$ cat src/sv/mono_framebuffer_blitter_unit_macros.svh
// Assertion macros for the blitter RTL.
`ifndef MONO_FRAMEBUFFER_BLITTER_UNIT_MACROS_SVH
`define MONO_FRAMEBUFFER_BLITTER_UNIT_MACROS_SVH

`ifndef ASSERT_OFF
`define MFB_ASSERT_IMPL(lbl, clk, rst_n, ante, cons) \
    lbl: assert property (@(posedge clk) disable iff (!rst_n) (ante) |-> (cons)) \
        else $error("assertion failed");
`define MFB_ASSERT_NEXT(lbl, clk, rst_n, ante, cons) \
    lbl: assert property (@(posedge clk) disable iff (!rst_n) (ante) |=> (cons)) \
        else $error("assertion failed");
`else
`define MFB_ASSERT_IMPL(lbl, clk, rst_n, ante, cons)
`define MFB_ASSERT_NEXT(lbl, clk, rst_n, ante, cons)
`endif

`endif

$ cat src/sv/mfb_pkg.sv
`default_nettype none

package mfb_pkg;

    localparam int LINE_BYTES_DEF  = 100;
    localparam int FRAME_LINES_DEF = 512;

    // Widths of the item fields.
    localparam int FUNC_W  = 2;
    localparam int X_W     = 10;
    localparam int Y_W     = 9;
    localparam int EXT_W   = 10;
    // A start coordinate plus an extent needs one bit more than either.
    localparam int COORD_W = 11;

    localparam int QDEPTH  = 2;

    localparam logic [FUNC_W-1:0] FUNC_READ  = 2'd0;
    localparam logic [FUNC_W-1:0] FUNC_WRITE = 2'd1;
    localparam logic [FUNC_W-1:0] FUNC_COPY  = 2'd2;

    typedef enum logic [1:0] {
        OP_READ,
        OP_WRITE,
        OP_COPY,
        OP_NOP
    } t_op;

    typedef struct packed {
        t_op                op;
        logic               bwd;
        logic               color;
        logic [COORD_W-1:0] ax;
        logic [COORD_W-1:0] ay;
        logic [COORD_W-1:0] bx;
        logic [COORD_W-1:0] by;
        logic [EXT_W-1:0]   w_m1;
        logic [EXT_W-1:0]   h_m1;
    } t_cmd;

    typedef struct packed {
        logic empty;
        logic full;
    } t_q_status;

    typedef struct packed {
        logic busy;
        logic mem_we;
        logic res_load;
    } t_back_status;

endpackage

`default_nettype wire

$ cat src/sv/mfb_in_if.sv
`default_nettype none

interface mfb_in_if
    import mfb_pkg::*;
();
    logic              valid;
    logic              ready;
    logic [FUNC_W-1:0] func;
    logic [X_W-1:0]    dest_x;
    logic [Y_W-1:0]    dest_y;
    logic [X_W-1:0]    source_x;
    logic [Y_W-1:0]    source_y;
    logic [EXT_W-1:0]  rect_width;
    logic [EXT_W-1:0]  rect_height;
    logic              color;

    modport source (
        output valid, func, dest_x, dest_y, source_x, source_y,
               rect_width, rect_height, color,
        input  ready
    );
    modport sink (
        input  valid, func, dest_x, dest_y, source_x, source_y,
               rect_width, rect_height, color,
        output ready
    );
endinterface

`default_nettype wire

$ cat src/sv/mfb_front.sv
`default_nettype none

module mfb_front
    import mfb_pkg::*;
(
    mfb_in_if.sink          i_in,
    input  wire t_q_status  i_qstat,
    output logic            o_push,
    output t_cmd            o_cmd
);
    logic             w_bwd;
    logic [EXT_W-1:0] w_w_m1;
    logic [EXT_W-1:0] w_h_m1;
    t_op              w_op;

    assign i_in.ready = !i_qstat.full;
    assign o_push     = i_in.valid && !i_qstat.full;

    always_comb begin
        case (i_in.func)
            FUNC_READ:  w_op = OP_READ;
            FUNC_WRITE: w_op = OP_WRITE;
            FUNC_COPY:  w_op = (i_in.rect_width != '0 && i_in.rect_height != '0)
                               ? OP_COPY : OP_NOP;
            default:    w_op = OP_NOP;
        endcase
    end

    // A copy whose destination lies after its source in raster order must run
    // backwards, otherwise it would overwrite source pixels not yet read.
    assign w_bwd  = (w_op == OP_COPY) &&
                    ((i_in.dest_y > i_in.source_y) ||
                     (i_in.dest_y == i_in.source_y && i_in.dest_x > i_in.source_x));
    assign w_w_m1 = (w_op == OP_COPY) ? i_in.rect_width - EXT_W'(1) : '0;
    assign w_h_m1 = (w_op == OP_COPY) ? i_in.rect_height - EXT_W'(1) : '0;

    always_comb begin
        o_cmd.op    = w_op;
        o_cmd.bwd   = w_bwd;
        o_cmd.color = i_in.color;
        o_cmd.w_m1  = w_w_m1;
        o_cmd.h_m1  = w_h_m1;
        o_cmd.ax    = COORD_W'(i_in.source_x) + (w_bwd ? COORD_W'(w_w_m1) : '0);
        o_cmd.ay    = COORD_W'(i_in.source_y) + (w_bwd ? COORD_W'(w_h_m1) : '0);
        o_cmd.bx    = COORD_W'(i_in.dest_x)   + (w_bwd ? COORD_W'(w_w_m1) : '0);
        o_cmd.by    = COORD_W'(i_in.dest_y)   + (w_bwd ? COORD_W'(w_h_m1) : '0);
    end
endmodule

`default_nettype wire

$ cat src/flat_wrapper.sv
// flat-port wrapper written by rule: the top's interface ports become plain ports
module mfb_front_flat import mfb_pkg::*;
  (i_qstat, o_push, o_cmd, i_in_valid, i_in_func, i_in_dest_x, i_in_dest_y, i_in_source_x, i_in_source_y, i_in_rect_width, i_in_rect_height, i_in_color, i_in_ready);
  mfb_in_if i_in_i ();
  input  wire t_q_status i_qstat;
  output logic o_push;
  output t_cmd o_cmd;
  input wire logic [$bits(i_in_i.valid)-1:0] i_in_valid;
  input wire logic [$bits(i_in_i.func)-1:0] i_in_func;
  input wire logic [$bits(i_in_i.dest_x)-1:0] i_in_dest_x;
  input wire logic [$bits(i_in_i.dest_y)-1:0] i_in_dest_y;
  input wire logic [$bits(i_in_i.source_x)-1:0] i_in_source_x;
  input wire logic [$bits(i_in_i.source_y)-1:0] i_in_source_y;
  input wire logic [$bits(i_in_i.rect_width)-1:0] i_in_rect_width;
  input wire logic [$bits(i_in_i.rect_height)-1:0] i_in_rect_height;
  input wire logic [$bits(i_in_i.color)-1:0] i_in_color;
  output wire logic [$bits(i_in_i.ready)-1:0] i_in_ready;
  assign i_in_i.valid = i_in_valid;
  assign i_in_i.func = i_in_func;
  assign i_in_i.dest_x = i_in_dest_x;
  assign i_in_i.dest_y = i_in_dest_y;
  assign i_in_i.source_x = i_in_source_x;
  assign i_in_i.source_y = i_in_source_y;
  assign i_in_i.rect_width = i_in_rect_width;
  assign i_in_i.rect_height = i_in_rect_height;
  assign i_in_i.color = i_in_color;
  assign i_in_ready = i_in_i.ready;
  mfb_front u_core (.i_in(i_in_i), .i_qstat(i_qstat), .o_push(o_push), .o_cmd(o_cmd));
endmodule
$ cat config.mk
export PLATFORM = sky130hd
export DESIGN_NAME = mfb_front_flat
export DESIGN_NICKNAME = d
export VERILOG_FILES = /design/src/sv/mono_framebuffer_blitter_unit_macros.svh /design/src/sv/mfb_pkg.sv /design/src/sv/mfb_in_if.sv /design/src/sv/mfb_front.sv /design/src/flat_wrapper.sv
export SDC_FILE = /design/constraint.sdc
export NUM_CORES = 1
export LEC_CHECK = 0
export BUFFER_PORTS_ARGS = -buffer_cell sky130_fd_sc_hd__buf_2
export CORE_UTILIZATION = 30
export DETAILED_ROUTE_END_ITERATION = 12
export PLACE_DENSITY = 0.63
export SETUP_SLACK_MARGIN = 0.4
export SLEW_MARGIN = 40
export SYNTH_ARGS = -nofsm -noshare
export SYNTH_HDL_FRONTEND = slang
export SYNTH_SLANG_ARGS = --single-unit
$ cat constraint.sdc
create_clock -name vclk -period 3.79
set_input_delay 0.1895 -clock vclk [all_inputs]
set_output_delay 0.1895 -clock vclk [all_outputs]
set_load 0.005 [all_outputs]
Word-level counts from Yosys, hierarchy flattened:

Cells that the tools add are included.

* logic and storage cells: 27
* bits in registers: 0

* $add $sub $neg: 6
* mux-type cells: 6
* order comparisons: 2
* equality and inequality tests: 4
* reductions and logical operators: 9

Operators by type and width (count)
* $mux 10: 4
* $add 10x11->11: 2
* $add 9x11->11: 2
* $reduce_bool 10->1: 2
* $sub 10x1->10 const B: 2
* $gt 10x10->1: 1
* $eq 9x9->1: 1
* $gt 9x9->1: 1
* $pmux 2 s3: 1
* $eq 2x2->1 const B: 2
* $logic_and 1x1->1: 4
* $eq 2x1->1 const B: 1
* $logic_not 2->1: 1
* $logic_not 1->1: 1
* $logic_or 1x1->1: 1
* $mux 1: 1

Longest topological paths before layout:

* word-level depth: 8
* depth in mapped cells: 18
* depth with buffers taken out: 17

Worst setup path before layout:

OpenSTA, ideal clock, no wires.

* path kind: input -> output
* start point: input i_in_source_x[7]
* end point: output o_cmd[40] (netlist bit)
* stages on the path: 16
* slack: 0.198 ns
* data arrival time: 3.402 ns
* cells stage by stage: inv_1 ha_1 nand3_1 nor3_1 o21ai_0 o2111a_1 or2_2 clkbuf_1 nor3_1 ha_1 a21o_1 a21oi_1 o21ai_0 or4_1 a2111o_1 o311ai_0

RTL lines
* start: declaration: RTL line flat_wrapper.sv:12 `input wire logic [$bits(i_in_i.source_x)-1:0] i_in_source_x;`
* end: declaration: RTL line flat_wrapper.sv:7 `output t_cmd o_cmd;`

==> impl_metrics.ini <==
[critical_path]
cp-start-kind = input port
cp_max_fo = 4
cp_data_arrival_time_ns = 3.40
crit_type = input port to output pin
critPathLaunch = i_in_rect_height[1]
end_kind = output pin
cp.required_ns = 3.60
crit_path_end = o_cmd[46]

[power]
power_leakage_uw = 0.00247
powerDensity_nw_per_um2 = 110
power_uw = 557
irDropWorstVdd_v = 0.0000640

[synth]
yosys.area.top_type = ha_1
synth_cell_types = 44
ys_seq_area_share_pct = 0
yosys-top-cells-area = ha_1 (29%), xnor2_1 (10%), nor2_1 (6.9%)
synthesis.nets = 497
netlist_area_um2 = 2600
synth_warnings = 0
synth_cells = 369
yosysTopAreaCellShare_pct = 28.8
syn_area_per_cell_um2 = 7.05

[grt]
grt_usage_pct = 20.6
grt_antenna_before_repair = 0
grt_pass1_wl_mm = 15.1
first_global_vias = 3325
globalRouteOverflowTotal = 0
grt_max_degree = 16

[job]
cap_violations = 0

[floorplanning]
start_util_pct = 31.4
ios = 134
num_rows = 33
die_w_um = 95.1
dieArea_um2 = 9050
die_y_um = 95.1
core_area_um2 = 8300

[sta]
slew_headroom_pct = 69.7
slew_violations = 0
fmax_ghz = 0.279
rsz0062_at_grt = yes
finalSetupTns_ns = 0
worst_slew_pin_slew_ns = 0.451
setup_viol = 0
setup_slack_ns = 0.201
period_share_pct = 94.7
whs_ns = 0.379
hold_violations = 0
fin_crit_ns = 3.59

[drt]
wl_mm = 10.2
ant_nets = 0
wl_per_cell_um = 14.8
drc_errors = 0
route.vias.total = 3487
firstDrtPassIters = 4
drtIter0Drc = 42
via_per_inst = 5.05

[finish]
regArea_um2 = 0
final_nets = 715
diodes = 0
seq_cell_count = 0
clockBufferCount = 0
design_area_um2 = 5060
area_growth_syn_to_layout_pct = 94.4
fill_cells = 706
multi_input_comb_area_um2 = 3210
drive_gt1_share_pct = 62.2

[placed_design]
gp_congestion = 0.855
dpl-instance-area_um2 = 3820
io_buffer_count = 131
dp_slack_ns = -0.0973
place_hpwl_mm = 7.67

[outcome]
status = finished, final reports clean

[cts]
postCtsHoldBufs = 0

[worst_hold_path]
worstHoldPathType = input port to output pin
[worst min path at each step]
stage,start,endpoint,slack [ns],cells after the start
final,i_in_color,o_cmd[64],0.38,0
after global placement,i_in_color,o_cmd[64],0.38,0
after detailed placement,i_in_color,o_cmd[64],0.38,0
after floorplan,i_qstat[0],i_in_ready,0.41,1
after global routing,i_in_color,o_cmd[64],0.38,0
after CTS,i_in_color,o_cmd[64],0.38,0
[metrics by stage]
step | cells | util (%)
after floorplan | 369 | -
after global placement | 657 | 46.1
after detailed placement | 657 | 46.1
after CTS | 681 | 55.5
after global routing | 690 | 61.0
final | 690 | 61.0
[layout make-up]
type | instances | share of cell area [%]
Multi-Input combinational cell | 320 | 63.5
Timing Repair Buffer | 224 | 30.6
Inverter | 41 | 3.24
Tap cell | 105 | 2.60
[worst max-delay path, cell delays in order]
cell and delay (ns):
buf_8 0.08, inv_4 0.03, ha_4 0.14, or4b_4 0.21, nor3_4 0.04, or4b_4 0.55, buf_6 0.14, buf_8 0.12
nor3_4 0.20, ha_2 0.23, inv_2 0.04, fa_2 0.37, nor2b_4 0.14, o21ai_4 0.07, buf_4 0.15, buf_6 0.10
buf_6 0.10, buf_6 0.11, buf_6 0.10, nand2_2 0.05, nor2_2 0.03, nor2_1 0.08, buf_2 0.11
[power breakdown]
part / internal [uW] / leakage [uW] / switching, uW
Clock: 0 / 0 / 0
Combinational: 288 / 0.00247 / 269
Sequential: 0 / 0 / 0
[cell usage in the layout (no fill, tap or decap), types with 5 or more instances in the layout]
cell type / instances
ha_1: 33
buf_4: 80
nor2b_1: 6
ha_4: 24
inv_2: 16
nor3_1: 12
inv_1: 21
a21o_1: 7
xnor2_1: 30
buf_2: 111
a21oi_1: 8
nor3_2: 6
buf_8: 6
xor2_1: 9
nor2_1: 47
or2_2: 5
buf_6: 27
nand2_1: 12
a21oi_4: 5
o21ai_2: 8
o21ai_0: 5
a21oi_2: 7
nor3_4: 12
[synthesized netlist by cell type (all sizes together) (3+ instances only)]
cell type,instances
or4b,3
a21boi,5
or3,4
xor2,9
nor3,30
nand2b,6
a211oi,5
nand2,16
nor4,5
ha,60
inv,41
o311a,3
o21ai,15
o31ai,4
xnor2,30
nor2b,12
nand3,6
o21a,4
a31o,3
nor2,48
a21o,7
or2,6
fa,4
or4,3
buf,6
a21oi,20
clkbuf,3
[repair_timing]
| item | CTS | global route |
|---|---|---|
| resized for setup | 131 | 76 |
| gates cloned | 1 | 0 |
| pin swaps | 65 | 48 |
| setup endpoints to repair | 25 | 25 |
| buffers inserted | 23 | 9 |
[cell families (layout without fill, tap and decap cells)]
family / Yosys count / in the layout / synth area share, %
xor+xnor: 39 / 39 / 13.1
fa+ha+maj: 64 / 64 / 31.9
compound gates: 76 / 76 / 19.3
buf+inv: 50 / 265 / 8.08
simple gates: 140 / 141 / 27.6
[layer usage]
metal  up-vias  wire length [um]  global-route usage [%]
li1       1731                 -                       -
met1      1609              3970                    23.6
met2       132              5490                    41.3
met3        15               605                    2.15
met4         0               152                    2.40
met5         -                 0                       0
(Power assumes the default switching activity.)
