File: src/sv/mono_framebuffer_blitter_unit_macros.svh
// Assertion macros for the blitter RTL.
`ifndef MONO_FRAMEBUFFER_BLITTER_UNIT_MACROS_SVH
`define MONO_FRAMEBUFFER_BLITTER_UNIT_MACROS_SVH

`ifndef ASSERT_OFF
`define MFB_ASSERT_IMPL(lbl, clk, rst_n, ante, cons) \
    lbl: assert property (@(posedge clk) disable iff (!rst_n) (ante) |-> (cons)) \
        else $error("assertion failed");
`define MFB_ASSERT_NEXT(lbl, clk, rst_n, ante, cons) \
    lbl: assert property (@(posedge clk) disable iff (!rst_n) (ante) |=> (cons)) \
        else $error("assertion failed");
`else
`define MFB_ASSERT_IMPL(lbl, clk, rst_n, ante, cons)
`define MFB_ASSERT_NEXT(lbl, clk, rst_n, ante, cons)
`endif

`endif

File: src/sv/mfb_pkg.sv
`default_nettype none

package mfb_pkg;

    localparam int LINE_BYTES_DEF  = 100;
    localparam int FRAME_LINES_DEF = 512;

    // Widths of the item fields.
    localparam int FUNC_W  = 2;
    localparam int X_W     = 10;
    localparam int Y_W     = 9;
    localparam int EXT_W   = 10;
    // A start coordinate plus an extent needs one bit more than either.
    localparam int COORD_W = 11;

    localparam int QDEPTH  = 2;

    localparam logic [FUNC_W-1:0] FUNC_READ  = 2'd0;
    localparam logic [FUNC_W-1:0] FUNC_WRITE = 2'd1;
    localparam logic [FUNC_W-1:0] FUNC_COPY  = 2'd2;

    typedef enum logic [1:0] {
        OP_READ,
        OP_WRITE,
        OP_COPY,
        OP_NOP
    } t_op;

    typedef struct packed {
        t_op                op;
        logic               bwd;
        logic               color;
        logic [COORD_W-1:0] ax;
        logic [COORD_W-1:0] ay;
        logic [COORD_W-1:0] bx;
        logic [COORD_W-1:0] by;
        logic [EXT_W-1:0]   w_m1;
        logic [EXT_W-1:0]   h_m1;
    } t_cmd;

    typedef struct packed {
        logic empty;
        logic full;
    } t_q_status;

    typedef struct packed {
        logic busy;
        logic mem_we;
        logic res_load;
    } t_back_status;

endpackage

`default_nettype wire

File: src/sv/mfb_cmd_fifo.sv
`default_nettype none

module mfb_cmd_fifo
    import mfb_pkg::*;
(
    input  wire logic       i_clk,
    input  wire logic       i_rst_n,
    input  wire logic       i_push,
    input  wire t_cmd       i_cmd,
    input  wire logic       i_pop,
    output t_cmd            o_cmd,
    output t_q_status       o_stat
);
    localparam int QAW = (QDEPTH > 1) ? $clog2(QDEPTH) : 1;
    localparam int QCW = $clog2(QDEPTH + 1);

    t_cmd             r_mem [QDEPTH];
    logic [QAW-1:0]   r_wp;
    logic [QAW-1:0]   r_rp;
    logic [QCW-1:0]   r_cnt;

    assign o_cmd        = r_mem[r_rp];
    assign o_stat.empty = (r_cnt == '0);
    assign o_stat.full  = (r_cnt == QCW'(QDEPTH));

    always_ff @(posedge i_clk) begin
        if (!i_rst_n) begin
            r_wp  <= '0;
            r_rp  <= '0;
            r_cnt <= '0;
        end else begin
            if (i_push) begin
                r_mem[r_wp] <= i_cmd;
                r_wp <= (r_wp == QAW'(QDEPTH - 1)) ? '0 : r_wp + QAW'(1);
            end
            if (i_pop) begin
                r_rp <= (r_rp == QAW'(QDEPTH - 1)) ? '0 : r_rp + QAW'(1);
            end
            if (i_push && !i_pop) begin
                r_cnt <= r_cnt + QCW'(1);
            end else if (i_pop && !i_push) begin
                r_cnt <= r_cnt - QCW'(1);
            end
        end
    end
endmodule

`default_nettype wire

File: config.mk
export PLATFORM = sky130hd
export DESIGN_NAME = mfb_cmd_fifo
export DESIGN_NICKNAME = d
export VERILOG_FILES = /design/src/sv/mono_framebuffer_blitter_unit_macros.svh /design/src/sv/mfb_pkg.sv /design/src/sv/mfb_cmd_fifo.sv
export SDC_FILE = /design/constraint.sdc
export NUM_CORES = 1
export LEC_CHECK = 0
export BUFFER_PORTS_ARGS = -buffer_cell sky130_fd_sc_hd__buf_2
export CORE_AREA = 5 5 112 114
export CTS_CLUSTER_DIAMETER = 120
export DETAILED_ROUTE_END_ITERATION = 10
export DIE_AREA = 0 0 117 119
export GPL_TIMING_DRIVEN = 0
export PLACE_DENSITY = 0.73
export SYNTH_ARGS = -nofsm -noshare
export SYNTH_HDL_FRONTEND = slang
export SYNTH_SLANG_ARGS = --single-unit
File: constraint.sdc
create_clock -name i_clk -period 4.2 [get_ports i_clk]
set_input_delay 0.63 -clock i_clk [delete_from_list [all_inputs] [get_ports i_clk]]
set_output_delay 0.63 -clock i_clk [all_outputs]
set_load 0.02 [all_outputs]
After elaboration in Yosys (flattened, before gate mapping):

Memory sizes are Yosys's and may differ from the RTL's. A register that Yosys moved wholly into a read port is not among the register bits.
Index checks and enable logic that the tools add are counted.

* $add $sub $neg: 4
* equality and inequality tests: 1
* multiplexer cells: 9
* reduce and logical (&&, ||, !) cells: 6

Operators with widths (count)
* two-way mux 1 bit: 7
* two-way mux 2 bit: 2
* adder 1 bit (second input constant): 2
* adder 2 x 1 -> 2 bit (second input constant): 1
* == test 2 bit (second input constant): 1
* logical AND 1 bit: 2
* zero test 1 bit: 2
* zero test 2 bit: 1
* nonzero test 2 bit: 1
* subtractor 2 x 1 -> 2 bit (second input constant): 1

* register bits: 4
* bits in writable memories: 136
* input port bits: 72
* output and inout port bits: 70
* word-level logic and storage cells: 24
* memories: 1

Memory list
* r_mem: words 2, bits a word 68, rd ports 1, clocked after memory_dff 1, write ports 1, RTL line mfb_cmd_fifo.sv:17 `t_cmd r_mem [QDEPTH];`

Depth between registers and ports, before layout:

Gate-level depths: netlist (run 1).

* word-level depth: 4
* depth in mapped cells: 5

Worst setup path after synthesis (run 1):

Ideal clock, no wire load.

* path type: input to register
* start: in i_rst_n
* end: mem r_mem[0][0] (netlist name) (enable)
* library setup time: 0.496 ns
* arrival time: 3.546 ns
* required time: 3.704 ns
* path slack: 0.157 ns
* stages on the path: 2
* path through: nand2_1 nor2_1

* longest elaborated chain between the ends: 2

Ends and longest elaborated chain
* start, declared: RTL line mfb_cmd_fifo.sv:7 `input wire logic i_rst_n,`
* two-way mux 1 bit: RTL line mfb_cmd_fifo.sv:27 `if (!i_rst_n) begin`
* two-way mux 1 bit (not written as such): RTL line mfb_cmd_fifo.sv:33 `r_mem[r_wp] <= i_cmd;`
* end, declared: RTL line mfb_cmd_fifo.sv:17

No other way between the ends.

==> results.sh, run 1 <==
export IMPL_outcome="finished clean"
export IMPL_switchingPower_mw=0.7487
export IMPL_switching_share=0.2141
export IMPL_yosysSeqAreaShare=0.8021
export IMPL_met3_usage=0.05527
export IMPL_h_tree_depth=4
export IMPL_clk_pin_slew_worst_paths_ns=0.06
export IMPL_via_per_inst=4.786
export IMPL_root_buffer="clkbuf_16"
export IMPL_hold_class="input port to flop"
export IMPL_fp_row_count=39
export IMPL_synth_area_um2=5216
export IMPL_synthMuxAreaShare=0.1612
export IMPL_first_iter_violations=76
export IMPL_drc=0
export IMPL_synth_xor_xnor_area_share=0.006716
export IMPL_ctsHoldBuffers=0
export IMPL_synth_top_family_by_area="multiplexers"
export IMPL_hold_viol=0
export IMPL_clk_latency_ns=0.40
export IMPL_initial_utilization=0.4608
export IMPL_hp_start="i_cmd[14]"
export IMPL_diodes=0
export IMPL_yosys_area_share_simple=0.01055
export IMPL_ios=142
export IMPL_postCtsSetupRepairBufs=0
export IMPL_start_kind="flop"
export IMPL_antenna_left=0
export IMPL_synth_compound_area_frac=0.002399
export IMPL_clock_skew_ns=0.008199
export IMPL_max_slew_margin_rel=0.5324
export IMPL_hold_depth=1
export IMPL_r2r_start="r_wp"
export IMPL_die_y_um=119
export IMPL_crit_chain="buf_6 -> buf_2 -> mux2_2 -> buf_2"
export IMPL_clockPowerShare=0.431
export IMPL_cp_slowest_cell="mux2_2"
export IMPL_power_per_cell_area_nw_per_um2=515.7
export IMPL_nNetsFinal=471
export IMPL_power_leakage_nw=2.589
export IMPL_grt_pass1_wl_um=14680
export IMPL_fin_tns_setup_ns=0
export IMPL_r2r_end="r_mem[1][59]"
export IMPL_die_area_um2=13920
export IMPL_timing_fmax_mhz=437.4
export IMPL_synth_most_common_cell="edfxtp_1"
export IMPL_netlist_instances=235
export IMPL_synthesis_nets=308
export IMPL_min_period_ns=2.286
export IMPL_grt_max_degree=39
export IMPL_internal_power_mw=2.748
export IMPL_synthAdderAreaFrac=0.002399
export IMPL_holdPathEnd="r_mem[0][14]"
export IMPL_layout_drive_gt1_share=0.6064
export IMPL_die_x_um=117
export IMPL_grt_overflow=0
export IMPL_synth_warnings=0
export IMPL_cts_tree="yes"
export IMPL_wire_per_inst_um=17.13
export IMPL_synthFlopType="edfxtp_1"
export IMPL_cp_required_ns=3.57
export IMPL_drt_total_wl_um=9455
export IMPL_slew_violations=0
export IMPL_synthArstFlopShare=0
export IMPL_num_vias=2642
export IMPL_combPwrFrac=0.105
export IMPL_cts_resized=0
export IMPL_cts_made_buffers=17
export IMPL_cpMostUsedCell="buf_2"
export IMPL_dpl_cell_area_um2=6181
export IMPL_peakVddDrop_mv=0.2481
export IMPL_arrival_ns=1.66
export IMPL_cp_slowest_stage_delay_ns=0.38
export IMPL_path_class="flop to output port"
export IMPL_synth_top_cell_by_area="edfxtp_1"
export IMPL_synth_area_top_cells="edfxtp_1, mux2_2, mux2_4"
export IMPL_finalSetupViolCount=0
export IMPL_cts_sinks=141
export IMPL_synth_cell_types=19
export IMPL_core_um2=11320
export IMPL_fillers=876
export IMPL_dp_hpwl_um=6490
export IMPL_cap_violations=0
export IMPL_reg2regPathDepth=2
export IMPL_met1_usage=0.1620
export IMPL_worstSetupEndpointType="output port"
export IMPL_crit_path_max_fanout=10
export IMPL_grt_pass1_vias=2855
export IMPL_avgSynthCellArea_um2=22.20
export IMPL_clockBufferDepth=2
export IMPL_syn_to_final_growth_pct=29.98
export IMPL_ff2ff_setup_slack_ns=2.62
export IMPL_yosys_top_cells_count="edfxtp_1, mux2_2, mux2_4, dfxtp_1"
export IMPL_synth_edf_count=136
export IMPL_tightestPinTransition_ns=0.6997
export IMPL_antenna_found_initial=0
export IMPL_met2_usage=0.2347
export IMPL_synth_top_area_frac=0.7829
export IMPL_post_route_cell_area_um2=6780
export IMPL_rsz0062_at_grt="no"
export IMPL_power_frac_seq=0.464
export IMPL_grt_busiest_layer="met2"
export IMPL_drtPass1Iterations=3
export IMPL_synth_seq_cells=141
export IMPL_gp_congestion=0.6667
export IMPL_fin_crit_sh=0.5444
export IMPL_track_usage=0.1412
export IMPL_port_buffers=141
flip-flops by register name, summed over array words and instances, names as in the netlist, named ones only:
register	flops
r_mem	136
r_wp	1
r_cnt	2
r_rp	1
layer usage:
layer | up-vias | share of wire
met3 | 10 | 0.085
met4 | 0 | 0.011
met2 | 96 | 0.51
met1 | 1283 | 0.39
li1 | 1253 | -
met5 | - | 0
power by group through the flow:
| stage | sequential, mW | combinational, mW | clock, mW |
|---|---|---|---|
| 6_report | 1.62 | 0.366 | 1.51 |
| 5_1_grt | 1.63 | 0.393 | 1.62 |
| 4_1_cts | 1.62 | 0.373 | 1.54 |
| 3_5_place_dp | 1.65 | 0.372 | 0 |
| 3_3_place_gp | 1.66 | 0.355 | 0 |
| 2_1_floorplan | 1.65 | 0.233 | 0 |
per-stage QoR:
| stage | hold slack, ns | util | power, mW | instances | worst slack [ns] |
|---|---|---|---|---|---|
| 6_report | 0.4064 | 0.5989 | 3.497 | 552 | 1.914 |
| 5_1_grt | 0.3848 | 0.5989 | 3.639 | 552 | 1.835 |
| 4_1_cts | 0.3921 | 0.5989 | 3.536 | 552 | 1.875 |
| 3_5_place_dp | 0.4951 | 0.5460 | 2.024 | 522 | 2.124 |
| 3_3_place_gp | 0.4805 | 0.5389 | 2.010 | 519 | -1.675 |
| 2_1_floorplan | 0.4656 | - | 1.885 | 235 | 0.1574 |
critical path, delay by kind of cell, from the launching register on:
family | cells | cell delay (ns)
DFF | 1 | 0.32
muxes | 1 | 0.38
buffers and inverters | 3 | 0.54
logic make-up (layout without fill, tap and decap cells):
kind of cell	Yosys count	count (layout)
buffers and inverters	9	183
DFF	141	141
adders and majority gates	1	1
AOI/OAI and AO/OA	2	2
xor gates and xnor gates	4	4
muxes	68	68
and+or+nand+nor	10	10
final cells by class:
type                            count  area (um^2)  area share
Timing Repair Buffer              144        773.2      0.1140
Clock buffer                       17        425.4     0.06274
Clock inverter                     13        173.9     0.02565
Tap cell                          143        178.9     0.02639
Inverter                            1        3.754   0.0005536
Sequential cell                   141         4184      0.6171
Buffer                              8        72.57     0.01070
Multi-Input combinational cell     85        968.4      0.1428
worst max-delay path by stage:
| stage | slack [ns] | end | cells past startpoint | from |
|---|---|---|---|---|
| final | 1.91 | o_cmd[25] | 4 | flop |
| after global routing | 1.83 | o_cmd[39] | 5 | flop |
| after CTS | 1.88 | o_cmd[21] | 4 | flop |
| after detailed placement | 2.12 | r_mem[0][41] | 4 | i_rst_n |
| after global placement | -1.67 | r_mem[0][27] | 3 | i_rst_n |
| after floorplan | 0.16 | r_mem[0][0] | 2 | i_rst_n |
cell usage in the layout, fill, tap and decap left out:
| cell type | netlist | final |
|---|---|---|
| and3_4 | 0 | 1 |
| a21boi_1 | 1 | 1 |
| clkinv_1 | 0 | 4 |
| buf_12 | 0 | 2 |
| buf_8 | 2 | 2 |
| xnor2_1 | 1 | 1 |
| nor2_4 | 0 | 1 |
| inv_6 | 0 | 1 |
| nor2b_1 | 1 | 1 |
| xor2_1 | 3 | 3 |
| nor2_1 | 2 | 1 |
| and2_1 | 4 | 4 |
| dfxtp_1 | 5 | 5 |
| inv_1 | 1 | 1 |
| mux2_2 | 48 | 48 |
| buf_16 | 0 | 1 |
| mux2_4 | 20 | 20 |
| ha_1 | 1 | 1 |
| buf_2 | 4 | 145 |
| nand2_1 | 1 | 1 |
| bufinv_16 | 0 | 4 |
| edfxtp_1 | 136 | 136 |
| clkbuf_16 | 0 | 17 |
| o21ai_0 | 1 | 1 |
| buf_6 | 2 | 2 |
| clkinvlp_4 | 0 | 4 |
| or3_1 | 1 | 1 |
(Power assumes the default switching activity.)
==> inputs of run 2 (changes only) <==
Settings changed: ABC_AREA set to 1, CORE_AREA 5 5 112 114 to 5 5 109 111, DIE_AREA 0 0 117 119 to 0 0 114 116, PLACE_DENSITY 0.73 to 0.74.
Clock period 4.2 ns to 2.15 ns, I/O delays scaled along.
==> run 2 against run 1 <==
Synthesized cell count rose by 4.7%. Via count rose by 14%. Register-to-register slack got worse by 2.2 ns. Largest cell class unchanged. Critical path depth rose by 1.
==> results.sh, run 2 <==
export IMPL_cp_required_ns=1.83
export IMPL_max_slew_margin_rel=0.4544
export IMPL_r2r_end="r_mem[1][31]"
export IMPL_cap_violations=0
export IMPL_tightestPinTransition_ns=0.8165
export IMPL_syn_to_final_growth_pct=43.60
export IMPL_holdPathEnd="r_cnt[1]"
export IMPL_path_delay_family="buffers and inverters"
export IMPL_h_tree_depth=4
export IMPL_layout_commonest_cell="buf_2"
export IMPL_gp_congestion=0.7373
export IMPL_peakVddDrop_mv=0.6265
export IMPL_nNetsFinal=553
export IMPL_diodes=0
export IMPL_largest_register_ff_count=136
export IMPL_r2r_start="r_wp"
export IMPL_wire_per_inst_um=15.89
export IMPL_netlist_instances=246
export IMPL_finalSetupViolCount=0
export IMPL_grt_pass1_vias=3310
export IMPL_die_area_um2=13220
export IMPL_yosysSeqAreaShare=0.8002
export IMPL_mostFrequentLayoutCells="buf_2, edfxtp_1, dlygate4sd3_1"
export IMPL_port_buffers=141
export IMPL_ff2ff_setup_slack_ns=0.38
export IMPL_hold_worst_slack_ns=0.07511
export IMPL_drt_total_wl_um=10060
export IMPL_hold_viol=0
export IMPL_hold_depth=3
export IMPL_arrival_ns=1.75
export IMPL_path_class="flop to output port"
export IMPL_grt_overflow=0
export IMPL_ios=142
export IMPL_clockBufferDepth=2
export IMPL_track_usage=0.1580
export IMPL_synthesis_nets=319
export IMPL_layout_drive_gt1_share=0.5152
export IMPL_crit_chain="buf_6 -> buf_6 -> buf_8 -> mux2_4 -> buf_2"
export IMPL_synth_edf_count=136
export IMPL_clk_latency_ns=0.51
export IMPL_die_x_um=114
export IMPL_antenna_found_initial=0
export IMPL_wl_met3_um=707
export IMPL_postCtsSetupRepairBufs=0
export IMPL_fp_row_count=38
export IMPL_cts_sinks=141
export IMPL_synth_most_common_cell="edfxtp_1"
export IMPL_grt_pass1_wl_um=15720
export IMPL_yosys_top_cells_count="edfxtp_1, mux2_2, mux2_4, inv_1"
export IMPL_power_per_cell_area_nw_per_um2=879.7
export IMPL_dp_hpwl_um=6298
export IMPL_via_per_inst=4.776
export IMPL_root_buffer="clkbuf_8"
export IMPL_grt_max_degree=26
export IMPL_power_leakage_nw=2.916
export IMPL_die_y_um=116
export IMPL_num_vias=3023
export IMPL_synth_area_um2=5229
export IMPL_hold_class="input port to flop"
export IMPL_crit_path_max_fanout=10
export IMPL_fin_cells=633
export IMPL_dr_wl_met2_um=5274
export IMPL_synth_top_cell_by_area="edfxtp_1"
export IMPL_cp_slowest_cell="dfxtp_1"
export IMPL_synth_cell_types=17
export IMPL_cts_made_buffers=17
export IMPL_fin_crit_sh=0.9647
export IMPL_avgSynthCellArea_um2=21.26
export IMPL_clk_pin_slew_worst_paths_ns=0.06
export IMPL_synth_seq_cells=141
export IMPL_wirelength_met1_um=3894
export IMPL_routed_top_layer="met4"
export IMPL_total_power_mw=6.605
export IMPL_worstSetupEndpointType="output port"
export IMPL_hp_start="i_rst_n"
export IMPL_start_kind="flop"
export IMPL_min_period_ns=2.074
export IMPL_crit_buf_inv=4
export IMPL_core_um2=10700
export IMPL_regMostFlops="r_mem"
export IMPL_cts_tree="yes"
export IMPL_synthFlopType="edfxtp_1"
export IMPL_synthArstFlopShare=0
export IMPL_timing_fmax_mhz=482.1
export IMPL_antenna_left=0
export IMPL_drtPass1Iterations=4
export IMPL_clock_skew_ns=0.006617
export IMPL_placed_cells=533
export IMPL_drc=0
export IMPL_reg2regPathDepth=4
export IMPL_cp_slowest_stage_delay_ns=0.32
export IMPL_outcome="finished clean"
export IMPL_rsz0062_at_grt="yes"
export IMPL_first_iter_violations=115
export IMPL_synth_warnings=0
export IMPL_synth_top_area_frac=0.7810
export IMPL_slew_violations=0
export IMPL_initial_utilization=0.4888
export IMPL_largestRegisters="r_mem x136, r_cnt x2"
export IMPL_cts_resized=0
export IMPL_cpMostUsedCell="buf_6"
export IMPL_synth_area_top_cells="edfxtp_1, mux2_2, mux2_4"
==> run 2: cell count changes after synthesis, sizes merged, moves of 2 or more <==
cell / previous run / this run
nand2: 1 / 6
and2: 4 / 0
a21oi: 0 / 2
inv: 1 / 9
xor2: 3 / 0
nor2: 2 / 6
==> run 2: report_power, final <==
part	internal [mW]	switching [mW]
Clock	1.62	1.04
Sequential	3.12	0.0245
Combinational	0.392	0.412
Total	5.13	1.47
==> run 2: metal layers <==
metal  vias to the layer above  global-route usage
met4                         0             0.06176
met5                         -                   0
met1                      1454              0.1762
li1                       1424                   -
met3                        23             0.05222
met2                       122              0.2810
==> run 2: cells by family (layout without fill, tap and decap cells) <==
kind of cell | Yosys count | count (layout) | share of synthesized area
flip-flops | 141 | 141 | 0.8002
multiplexers | 68 | 68 | 0.1608
buffers and inverters | 17 | 264 | 0.02034
AND/OR/NAND/NOR | 15 | 15 | 0.01172
AO/OA/AOI/OAI | 3 | 3 | 0.002871
adder cells (fa/ha/maj) | 1 | 1 | 0.002393
XOR/XNOR | 1 | 1 | 0.001675
==> run 2: worst max-delay path by stage <==
stage,depth (start not counted),to
after detailed placement,5,r_mem[1][30]
after CTS,5,o_cmd[31]
final,5,o_cmd[32]
after global placement,3,r_mem[1][30]
after floorplan,2,r_mem[1][0]
after global routing,5,o_cmd[43]
==> run 2: worst reg2reg max path, cell delays in order (launching register included) <==
cell	delay, ns
dfxtp_1	0.33
inv_1	0.07
nor3_4	0.67
buf_16	0.23
buf_16	0.17
==> run 2: metrics by stage <==
stage	utilization	setup TNS (ns)	cell area, um^2	setup WS (ns)
after floorplan	-	-22.51	5248	-0.3310
after global placement	0.5729	-117.13	6128	-1.321
after detailed placement	0.5864	0	6274	0.1959
after CTS	0.7009	0	7498	0.03092
after global routing	0.7019	-0.08277	7508	-0.01143
final	0.7019	0	7508	0.07594
==> run 2: layout make-up <==
class                      count  area (um^2)
tap                          140        175.2
buffer                         8        72.57
inverter                       9        33.78
sequential                   141         4184
clock inverter                10        91.34
clock buffer                  22        462.9
fill                         691         3189
multi-input combinational     88        957.2
timing repair buffer         215         1531
==> run 2: repair_timing <==
| item | 4_1_cts | 5_1_grt |
|---|---|---|
| setup endpoints to repair | 0 | 15 |
| hold buffers | 67 | 1 |
| hold endpoints to repair | 134 | 2 |
==> inputs of run 3 (changes only) <==
Settings changed: PLACE_DENSITY 0.74 to 0.79.
Clock period 2.15 ns to 2.6 ns, I/O delays scaled along.
==> run 3 against run 2 <==
Clock power decreased by 14%. Power decreased by 18%. Highest routed layer unchanged. Largest cell class unchanged. Global-route usage decreased by 1.6 points.
==> results.sh, run 3 (synthesis gave the netlist of run 2 again) <==
export IMPL_num_vias=2704
export IMPL_slew_violations=0
export IMPL_clk_pin_slew_worst_paths_ns=0.06
export IMPL_hold_class="input port to flop"
export IMPL_largestRegisters="r_mem x136, r_cnt x2"
export IMPL_grt_pass1_vias=2932
export IMPL_rsz0062_at_grt="no"
export IMPL_finalSetupViolCount=0
export IMPL_postCtsSetupRepairBufs=0
export IMPL_layout_commonest_cell="buf_2"
export IMPL_dr_wl_met2_um=4721
export IMPL_via_per_inst=4.794
export IMPL_cp_required_ns=2.21
export IMPL_crit_path_max_fanout=10
export IMPL_min_period_ns=2.126
export IMPL_cp_slowest_stage_delay_ns=0.32
export IMPL_outcome="finished clean"
export IMPL_fin_cells=564
export IMPL_clockBufferDepth=2
export IMPL_diodes=0
export IMPL_power_leakage_nw=2.625
export IMPL_nNetsFinal=485
export IMPL_clk_latency_ns=0.50
export IMPL_arrival_ns=1.74
export IMPL_track_usage=0.1417
export IMPL_wire_per_inst_um=16.25
export IMPL_cts_tree="yes"
export IMPL_initial_utilization=0.4888
export IMPL_syn_to_final_growth_pct=30.44
export IMPL_power_per_cell_area_nw_per_um2=798.9
export IMPL_hp_start="i_cmd[2]"
export IMPL_crit_buf_inv=4
export IMPL_mostFrequentLayoutCells="buf_2, edfxtp_1, mux2_2"
export IMPL_largest_register_ff_count=136
export IMPL_gp_congestion=0.7069
export IMPL_ctsHoldBuffers=0
export IMPL_antenna_found_initial=0
export IMPL_cts_resized=0
export IMPL_cp_slowest_cell="dfxtp_1"
export IMPL_start_kind="flop"
export IMPL_path_delay_family="buffers and inverters"
export IMPL_fin_tns_setup_ns=0
export IMPL_cts_sinks=141
export IMPL_wl_met3_um=859
export IMPL_regMostFlops="r_mem"
export IMPL_layout_drive_gt1_share=0.5943
export IMPL_drt_total_wl_um=9165
export IMPL_core_um2=10700
export IMPL_utilization=0.6375
export IMPL_drc=0
export IMPL_cap_violations=0
export IMPL_fp_row_count=38
export IMPL_cpMostUsedCell="buf_6"
export IMPL_timing_fmax_mhz=470.4
export IMPL_first_iter_violations=64
export IMPL_routed_top_layer="met4"
export IMPL_antenna_left=0
export IMPL_h_tree_depth=4
export IMPL_clock_skew_ns=0.002802
export IMPL_hold_viol=0
export IMPL_peakVddDrop_mv=0.6234
export IMPL_tightestPinTransition_ns=0.7996
export IMPL_fin_crit_sh=0.8176
export IMPL_max_slew_margin_rel=0.4652
export IMPL_dp_hpwl_um=6508
export IMPL_crit_chain="buf_6 -> buf_6 -> buf_8 -> mux2_4 -> buf_2"
export IMPL_grt_pass1_wl_um=14150
export IMPL_path_class="flop to output port"
export IMPL_grt_overflow=0
export IMPL_worstSetupEndpointType="output port"
export IMPL_drtPass1Iterations=4
export IMPL_wirelength_met1_um=3480
export IMPL_die_area_um2=13220
export IMPL_cts_made_buffers=17
export IMPL_ios=142
export IMPL_r2r_start="r_wp"
export IMPL_placed_cells=533
export IMPL_die_x_um=114
export IMPL_port_buffers=141
export IMPL_grt_max_degree=29
export IMPL_die_y_um=116
export IMPL_root_buffer="clkbuf_8"
[run 3: cell types whose count changed in the layout (fill, tap and decap cells not counted)]
cell | before | now
clkbuf_1 | 2 | 0
clkbuf_8 | 4 | 1
clkinv_1 | 1 | 4
buf_8 | 3 | 4
bufinv_16 | 1 | 3
buf_12 | 1 | 2
dlygate4sd3_1 | 68 | 0
clkinv_4 | 1 | 0
inv_6 | 1 | 0
buf_16 | 4 | 2
clkinvlp_4 | 4 | 5
[run 3: cell type report]
type / instances / area [um^2]
Fill cell: 781 / 3877
Inverter: 9 / 33.78
Multi-Input combinational cell: 88 / 957.2
Tap cell: 140 / 175.2
Clock buffer: 17 / 414.1
Buffer: 8 / 72.57
Clock inverter: 14 / 152.6
Sequential cell: 141 / 4184
Timing Repair Buffer: 147 / 830.8
[run 3: stage by stage]
| step | area (um^2) | hold WS (ns) | power [mW] | setup slack [ns] |
|---|---|---|---|---|
| global route | 6820 | 0.03281 | 5.670 | 0.3644 |
| finish | 6820 | 0.07100 | 5.448 | 0.4742 |
| CTS | 6820 | 0.03541 | 5.517 | 0.4155 |
| detailed placement | 6254 | 0.4615 | 3.229 | 0.5549 |
| global placement | 6128 | 0.4494 | 3.199 | -0.9336 |
| floorplan | 5248 | 0.4437 | 3.010 | 0.05146 |
[run 3: worst reg2reg max path, delay by kind of cell, from the launching register on]
kind	cells	cell delay, ns
and+or+nand+nor	1	0.69
DFF	1	0.32
buffers and inverters	3	0.49
[run 3: layer usage]
layer,vias up,GRT usage
met2,93,0.2424
met3,10,0.06632
li1,1296,-
met1,1305,0.1560
met4,0,0.04988
met5,-,0
[run 3: where the power goes]
group	leakage, nW	internal (mW)	switching [mW]
combinational	1.07	0.255	0.316
clock	0.262	1.43	0.842
sequential	1.29	2.58	0.0199
total	2.63	4.27	1.18
[run 3: worst paths after layout]
| check | end | slack (ns) | cells after the start |
|---|---|---|---|
| setup / recovery | o_cmd[43] | 0.47 | 5 |
| hold / removal | r_mem[1][2] | 0.07 | 1 |
| setup reg to reg | r_mem[1][30] | 0.80 | 4 |
| hold reg to reg | r_wp | 0.47 | 2 |
